### src/sv/assert_macros.svh
// assertion macros shared by the scheduler rtl
// expects clk_i and rst_ni in the scope of use
`ifndef ASSERT_MACROS_SVH
`define ASSERT_MACROS_SVH

// property checked on every rising edge outside reset
`define ASSERT_CLK(lbl, prop, msg) \
  lbl: assert property (@(posedge clk_i) disable iff (!rst_ni) (prop)) else $error(msg);

// condition that must never hold outside reset
`define ASSERT_NEVER(lbl, cond, msg) \
  lbl: assert property (@(posedge clk_i) disable iff (!rst_ni) !(cond)) else $error(msg);

`endif

### src/sv/rrts_pkg.sv
// shared types and codes for the round-robin thread scheduler
// no dependencies
package rrts_pkg;

  localparam int unsigned IdW = 6;

  localparam logic [1:0] OpCreate = 2'd0;
  localparam logic [1:0] OpTick   = 2'd1;
  localparam logic [1:0] OpExit   = 2'd2;

  localparam logic [2:0] ActNone   = 3'd0;
  localparam logic [2:0] ActStart  = 3'd1;
  localparam logic [2:0] ActResume = 3'd2;
  localparam logic [2:0] ActAccept = 3'd3;
  localparam logic [2:0] ActReject = 3'd4;

  typedef struct packed {
    logic [2:0]     action;
    logic [IdW-1:0] dispatched_thread;
    logic           previous_saved;
    logic [IdW-1:0] previous_thread;
    logic [IdW-1:0] ready_count;
  } result_t;

endpackage

### src/sv/rrts_ring.sv
// ready ring storage: one write port, one read port with registered data
// uses rrts_pkg for the id width
module rrts_ring #(
  parameter int unsigned QUEUE_DEPTH = 64,
  localparam int unsigned IdxW = $clog2(QUEUE_DEPTH)
) (
  input  logic                    clk_i,
  input  logic                    re_i,
  input  logic [IdxW-1:0]         raddr_i,
  output logic [rrts_pkg::IdW-1:0] rdata_o,
  input  logic                    we_i,
  input  logic [IdxW-1:0]         waddr_i,
  input  logic [rrts_pkg::IdW-1:0] wdata_i
);

  logic [rrts_pkg::IdW-1:0] mem [QUEUE_DEPTH];
  logic [rrts_pkg::IdW-1:0] rdata_q;

  always_ff @(posedge clk_i) begin
    if (we_i) begin
      mem[waddr_i] <= wdata_i;
    end
  end

  always_ff @(posedge clk_i) begin
    if (re_i) begin
      rdata_q <= mem[raddr_i];
    end
  end

  assign rdata_o = rdata_q;

endmodule

### src/sv/rrts_flags.sv
// started flags, one per thread slot, cleared by reset
// uses no package items
module rrts_flags #(
  parameter int unsigned SLOTS = 64,
  localparam int unsigned SlotW = $clog2(SLOTS)
) (
  input  logic             clk_i,
  input  logic             rst_ni,
  input  logic [SlotW-1:0] rd_slot_i,
  output logic             rd_flag_o,
  input  logic             set_i,
  input  logic [SlotW-1:0] set_slot_i,
  input  logic             clr_i,
  input  logic [SlotW-1:0] clr_slot_i
);

  logic [SLOTS-1:0] flags_q;

  always_ff @(posedge clk_i or negedge rst_ni) begin
    if (!rst_ni) begin
      flags_q <= '0;
    end else begin
      if (clr_i) begin
        flags_q[clr_slot_i] <= 1'b0;
      end
      if (set_i) begin
        flags_q[set_slot_i] <= 1'b1;
      end
    end
  end

  assign rd_flag_o = flags_q[rd_slot_i];

endmodule

### src/sv/round_robin_thread_scheduler_top.sv
// round-robin thread scheduler over a circular ready ring held in a synchronous memory
// an accepted beat passes through the execute state, then its registered result raises the strobe; busy is high
// during execute, so no new beat is taken until the last one is through; the ring read is issued on the accept edge,
// the execute cycle does modify and write back; reset clears indices, running thread and started flags at once;
// ring contents stay undefined; depends on rrts_pkg, rrts_ring, rrts_flags and assert_macros.svh
`include "assert_macros.svh"

module round_robin_thread_scheduler_top #(
  parameter int unsigned QUEUE_DEPTH = 64,
  parameter int unsigned MAX_THREADS = 64
) (
  input  logic                     clk_i,
  input  logic                     rst_ni,
  input  logic                     start,
  output logic                     busy,
  input  logic [1:0]               operation_i,
  input  logic [rrts_pkg::IdW-1:0] thread_id_i,
  output logic                     result_valid_o,
  output logic [2:0]               action_o,
  output logic [rrts_pkg::IdW-1:0] dispatched_thread_o,
  output logic                     previous_saved_o,
  output logic [rrts_pkg::IdW-1:0] previous_thread_o,
  output logic [rrts_pkg::IdW-1:0] ready_count_o
);

  localparam int unsigned IdxW     = $clog2(QUEUE_DEPTH);
  localparam int unsigned CntW     = IdxW + 1;
  localparam int unsigned NumIds   = 2 ** rrts_pkg::IdW;
  // ids are 6 bits, so at most 64 flag slots are ever reachable
  localparam int unsigned FlagSlots = (MAX_THREADS < NumIds) ? MAX_THREADS : NumIds;
  localparam int unsigned SlotW    = $clog2(FlagSlots);
  localparam logic [IdxW-1:0] LastIdx = IdxW'(QUEUE_DEPTH - 1);

  typedef enum logic {StIdle, StExec} state_e;

  // control state
  state_e                   state_q;
  logic [IdxW-1:0]          wr_idx_q, wr_idx_d;
  logic [IdxW-1:0]          rd_idx_q, rd_idx_d;
  logic                     run_valid_q, run_valid_d;
  logic [rrts_pkg::IdW-1:0] run_id_q, run_id_d;
  logic                     result_valid_q;
  rrts_pkg::result_t        res_q, res_d;

  // latched input beat
  logic [1:0]               op_q;
  logic [rrts_pkg::IdW-1:0] tid_q;

  logic                     accept;
  logic                     exec;
  logic                     ring_empty, ring_full, keep_running;
  logic                     ring_we;
  logic [rrts_pkg::IdW-1:0] ring_wdata, ring_rdata;
  logic                     flag_rd, flag_set, flag_clr;
  logic [CntW-1:0]          cnt_next, cnt_now;

  // id to flag slot: id modulo MAX_THREADS, a constant table
  logic [SlotW-1:0] slot_tab [NumIds];

  for (genvar g = 0; g < NumIds; g++) begin : g_slot
    assign slot_tab[g] = SlotW'(g % MAX_THREADS);
  end

  function automatic logic [IdxW-1:0] idx_inc(input logic [IdxW-1:0] i);
    idx_inc = (i == LastIdx) ? '0 : IdxW'(i + 1'b1);
  endfunction

  // entries between read and write index, wrapping at the ring depth
  function automatic logic [CntW-1:0] ring_cnt(input logic [IdxW-1:0] w,
                                               input logic [IdxW-1:0] r);
    logic [CntW-1:0] diff;
    diff = {1'b0, w} - {1'b0, r};
    if (w < r) begin
      diff = diff + CntW'(QUEUE_DEPTH);
    end
    ring_cnt = diff;
  endfunction

  assign busy   = (state_q == StExec);
  assign accept = start && !busy;
  assign exec   = (state_q == StExec);

  assign ring_empty   = (wr_idx_q == rd_idx_q);
  assign ring_full    = (idx_inc(wr_idx_q) == rd_idx_q);
  // an exit drops the running thread before scheduling
  assign keep_running = run_valid_q && (op_q != rrts_pkg::OpExit);
  assign cnt_now      = ring_cnt(wr_idx_q, rd_idx_q);

  // head of ring is read on the accept edge, ready during execute
  rrts_ring #(
    .QUEUE_DEPTH (QUEUE_DEPTH)
  ) u_ring (
    .clk_i   (clk_i),
    .re_i    (accept),
    .raddr_i (rd_idx_q),
    .rdata_o (ring_rdata),
    .we_i    (ring_we),
    .waddr_i (wr_idx_q),
    .wdata_i (ring_wdata)
  );

  rrts_flags #(
    .SLOTS (FlagSlots)
  ) u_flags (
    .clk_i      (clk_i),
    .rst_ni     (rst_ni),
    .rd_slot_i  (slot_tab[ring_rdata]),
    .rd_flag_o  (flag_rd),
    .set_i      (flag_set),
    .set_slot_i (slot_tab[ring_rdata]),
    .clr_i      (flag_clr),
    .clr_slot_i (slot_tab[tid_q])
  );

  // execute cycle: read-modify-write of indices, ring and flags
  always_comb begin
    wr_idx_d    = wr_idx_q;
    rd_idx_d    = rd_idx_q;
    run_valid_d = run_valid_q;
    run_id_d    = run_id_q;
    ring_we     = 1'b0;
    ring_wdata  = tid_q;
    flag_set    = 1'b0;
    flag_clr    = 1'b0;
    res_d       = '0;
    res_d.action = rrts_pkg::ActNone;
    if (exec) begin
      case (op_q)
        rrts_pkg::OpCreate: begin
          if (ring_full) begin
            res_d.action = rrts_pkg::ActReject;
          end else begin
            ring_we      = 1'b1;
            wr_idx_d     = idx_inc(wr_idx_q);
            flag_clr     = 1'b1;
            res_d.action = rrts_pkg::ActAccept;
          end
        end
        rrts_pkg::OpTick, rrts_pkg::OpExit: begin
          if (op_q == rrts_pkg::OpExit) begin
            run_valid_d = 1'b0;
          end
          if (!ring_empty) begin
            rd_idx_d = idx_inc(rd_idx_q);
            // requeue the thread being switched out at the tail
            if (keep_running) begin
              ring_we               = 1'b1;
              ring_wdata            = run_id_q;
              wr_idx_d              = idx_inc(wr_idx_q);
              res_d.previous_saved  = 1'b1;
              res_d.previous_thread = run_id_q;
            end
            run_id_d                = ring_rdata;
            run_valid_d             = 1'b1;
            flag_set                = 1'b1;
            res_d.dispatched_thread = ring_rdata;
            res_d.action = flag_rd ? rrts_pkg::ActResume : rrts_pkg::ActStart;
          end
        end
        default: begin
        end
      endcase
    end
    cnt_next          = ring_cnt(wr_idx_d, rd_idx_d);
    res_d.ready_count = rrts_pkg::IdW'(cnt_next);
  end

  always_ff @(posedge clk_i or negedge rst_ni) begin
    if (!rst_ni) begin
      state_q        <= StIdle;
      wr_idx_q       <= '0;
      rd_idx_q       <= '0;
      run_valid_q    <= 1'b0;
      run_id_q       <= '0;
      result_valid_q <= 1'b0;
      op_q           <= rrts_pkg::OpCreate;
      tid_q          <= '0;
      res_q          <= '0;
    end else begin
      result_valid_q <= exec;
      wr_idx_q       <= wr_idx_d;
      rd_idx_q       <= rd_idx_d;
      run_valid_q    <= run_valid_d;
      run_id_q       <= run_id_d;
      // latch the beat on accept, the result at the end of execute
      if (accept) begin
        op_q  <= operation_i;
        tid_q <= thread_id_i;
      end
      if (exec) begin
        res_q <= res_d;
      end
      case (state_q)
        StIdle: begin
          if (accept) begin
            state_q <= StExec;
          end
        end
        StExec: begin
          state_q <= StIdle;
        end
        default: begin
          state_q <= StIdle;
        end
      endcase
    end
  end

  assign result_valid_o      = result_valid_q;
  assign action_o            = res_q.action;
  assign dispatched_thread_o = res_q.dispatched_thread;
  assign previous_saved_o    = res_q.previous_saved;
  assign previous_thread_o   = res_q.previous_thread;
  assign ready_count_o       = res_q.ready_count;

  `ASSERT_CLK(a_busy_after_start, (start && !busy) |=> busy, "accepted beat not executed")
  `ASSERT_CLK(a_strobe_after_exec, result_valid_q |-> $past(state_q == StExec), "stray strobe")
  `ASSERT_NEVER(a_ring_overfill, cnt_now >= CntW'(QUEUE_DEPTH), "ready ring overfilled")

endmodule

### config.mk
export PLATFORM = sky130hd
export DESIGN_NAME = round_robin_thread_scheduler_top
export DESIGN_NICKNAME = d
export VERILOG_FILES = /design/src/sv/rrts_pkg.sv /design/src/sv/rrts_ring.sv /design/src/sv/rrts_flags.sv /design/src/sv/round_robin_thread_scheduler_top.sv
export VERILOG_INCLUDE_DIRS = /design/src /design/src/sv
export SDC_FILE = /design/constraint.sdc
export NUM_CORES = 1
export LEC_CHECK = 0
export ABC_AREA = 1
export BUFFER_PORTS_ARGS = -buffer_cell sky130_fd_sc_hd__buf_2
export CORE_MARGIN = 3
export CORE_UTILIZATION = 47
export CTS_BUF_LIST = sky130_fd_sc_hd__clkbuf_4 sky130_fd_sc_hd__clkbuf_8
export DETAILED_ROUTE_END_ITERATION = 10
export PLACE_DENSITY = 0.75
export SETUP_SLACK_MARGIN = 0.4
export SYNTH_ARGS = -nofsm -noshare
export SYNTH_HDL_FRONTEND = slang
export SYNTH_HIERARCHICAL = 1
export SYNTH_SLANG_ARGS = --single-unit
### constraint.sdc
create_clock -name clk_i -period 4.88 [get_ports clk_i]
set_input_delay 0.976 -clock clk_i [delete_from_list [all_inputs] [get_ports clk_i]]
set_output_delay 0.976 -clock clk_i [all_outputs]
set_load 0.02 [all_outputs]
==> qor.txt <==
Vias per cell = 5.71
Hold Crit Class = reg -> reg
Synth Instances = 2,154
Post-CTS Setup Inserts = 0
Crit share post-route = 78.6%
Starting Density = 48.1%
N_diodes = 0
Routability congestion estimate = 0.927
Slowest stage cell on the critical path = nor2_1
Tightest Pin Transition = 1100 ps
Max cap viols = 0
DRC Markers = 0
Longest Clk Path Bufs = 3
Fin area = 0.0244 mm2
Cells after DPL = 2,717
GRT overflow = 0
Place WS = 1110 ps
Pwr dens = 579 mW/mm2
DR pass1 iterations = 6
Setup TNS after final layout = 0 ps
Post-synth top flop = edfxtp_1
Largest net degree at the start of global routing = 98
Seq/Total Area, Yosys = 66.0%
Max-slew violations = 0
Clock latency on the worst-skew pair = 650 ps
Non-Filler Instances = 2,859
Delay of the slowest cell on the worst path = 700 ps
Cts repair resizes = 0
Synthesized area = 0.0221 mm2
Ratio of cells with drive above 1 in the final layout = 11.4%
Critical Path Source Type = flip-flop
IO Pins = 35
Row cnt = 78
Crit path required time = 5160 ps
Placed cell areas = 0.0228 mm2
Cts bufs inserted = 79
Arr. time, crit path = 4120 ps
DP Wirelength = 32.3 mm
Area grow syn2layout = 10.3%
Die X = 223 um
Crit-path cells = ha_1 -> nand2_2 -> nor2_4 -> nand2_2 -> nand2_1 -> nand2_1 -> nand3_2 -> nor2_2 -> nand2_2 -> nand2_4 -> a21oi_4 -> nand4_1 -> nor2_1
Post-synth EDFFs = 390
Max-slew headroom = 26.8%
Die height = 223 um
Vias in the first global route = 15,900
Root Buffer Master = clkbuf_8
Clock skew = 22.7 ps
Fillers = 3,938
F_max = 0.261 GHz
WHS = 480 ps
DR WL/cell = 19.2 um
Core outline area = 0.0460 mm2
Peak supply drop = 0.000423 V
CTS tree = done
Antenna-violating nets left = 0
# hold bufs at CTS = 0
Post-synth cell types = 43
CP top delay family = simple AND/OR/NAND/NOR gates
Most common cell on crit path = nand2_2
Final Net Count = 2,220
Clock sinks = 505
H-tree depth = 3
Die area = 0.0497 mm2
Ys Warns = 6
Fin util = 53.1%
Multi-input combinational cell area = 0.00663 mm2
Status = finished, final reports clean
Clk slew on worst S/H paths = 60 ps
Final setup margin = 1050 ps
WS Path Type = reg -> reg
Critical Path Fanout Max = 13
Ys async rst share = 22.8%
Pwr Total = 14.1 mW
Crit. End Element = flip-flop
DR iter-0 viols = 2,094
Final setup vio count = 0
Flops & latches, synth = 505
WL final = 55.0 mm
Post-Syn Nets = 2,176
CP Buf/Inv Count = 0
Via count = 16,300
FF+latch area = 0.0146 mm2
Syn Area/Cell = 10.3 um2
Final hold vios = 0
RSZ-0062 raised after global routing = false
Final min period = 3830 ps
PortBufs = 34
LEAKAGE = 9.49 nW
Initial antenna violation count = 0
First-pass GRT wire length = 87.0 mm
Tot GR Track Use = 22.1%
[synth_stat cells, types with 8 or more instances]
cell type  count  area, um2
o21ai_0      100        500
ha_1          10        125
nand2_2       16        100
buf_1          9       33.8
buf_4         21        158
buf_2         47        235
clkbuf_1      20       75.1
nand2_1      700       2630
nand4_1       12       75.1
edfxtp_1     390      11700
o21ai_1       64        320
nor2_1        68        255
nor3_1        10       50.1
dfrtp_1      115       2880
nor4_1         8       50.1
inv_1         81        304
nand3_1      410       2050
inv_2         15       56.3
[registers in the layout (all words and copies together) (netlist names), 3 cells and up]
| register | cells |
|---|---|
| u_ring/mem | 384 |
| u_flags/flags_q | 64 |
| dispatched_thread_o | 6 |
| previous_thread_o | 6 |
| rd_idx_q | 6 |
| ready_count_o | 6 |
| run_id_q | 6 |
| tid_q | 6 |
| u_ring/rdata_o | 6 |
| wr_idx_q | 6 |
| action_o | 3 |
[layout by cell type (no fill, tap or decap), drive strengths merged]
cell type  count
nand2        717
nand3        416
edfxtp       390
o21ai        167
dfrtp        115
clkbuf       100
inv          100
nor2          74
buf           67
clkinv        35
nor3          18
nand4         12
ha            10
a21oi          9
nor4           8
clkinvlp       5
o22ai          3
xnor2          2
bufinv         2
or2            1
o211ai         1
a31oi          1
xor2           1
o2111ai        1
nand3b         1
a21o           1
a22o           1
fa             1
[metal layers]
layer	up-vias	part of all wire (%)	global-route usage [%]	wire length [um]
met4	0	3.3	8.20	1810
met3	157	9.2	4.38	5060
li1	7504	-	-	-
met1	7830	41	30.4	22400
met2	836	47	35.1	25700
met5	-	0	0	0
[power by group]
group	switching (mW)	leakage, nW	internal [mW]	total, mW
logic	3.43	3.64	1.40	4.83
registers	0.509	5.06	5.29	5.80
clock network	1.64	0.800	1.84	3.48
[final cells by class]
cell class / count / share of cell area (%)
well taps: 600 / 3.08
multi-input cells: 1445 / 27.2
clock inverters: 42 / 1.03
clock buffers: 100 / 5.28
flip-flops and latches: 505 / 59.9
inverters: 100 / 1.58
repair buffers: 67 / 1.98
[cells by family (layout without fill, tap and decap cells)]
kind of cell | count (synthesis) | after routing | synth area share (%)
compound gates | 184 | 184 | 4.39
flops | 505 | 505 | 66.0
buf+inv | 204 | 309 | 4.33
xor+xnor | 3 | 3 | 0.119
simple gates | 1247 | 1247 | 24.5
fa+ha+maj | 11 | 11 | 0.656
[worst reg2reg max path: cells and delay by family (launching register included)]
kind                     cells  cell delay [ps]
AO/OA/AOI/OAI                1              330
adder cells (fa/ha/maj)      1              260
flip-flops                   1              610
AND/OR/NAND/NOR             11             2280
[worst paths after layout]
path	slack (ps)	depth (start not counted)	from	endpoint
setup reg to reg	1050	13	wr_idx_q[0]	u_ring/mem[43][4]
setup / recovery	1050	13	wr_idx_q[0]	u_ring/mem[43][4]
hold reg to reg	480	2	ready_count_o[1]	ready_count_o[1]
max in group asynchronous	3350	2	rst_ni	u_flags/flags_q[2]
min in group asynchronous	510	1	rst_ni	u_flags/flags_q[48]
hold / removal	480	2	ready_count_o[1]	ready_count_o[1]
Note: power is estimated with default switching activity, not from simulation.
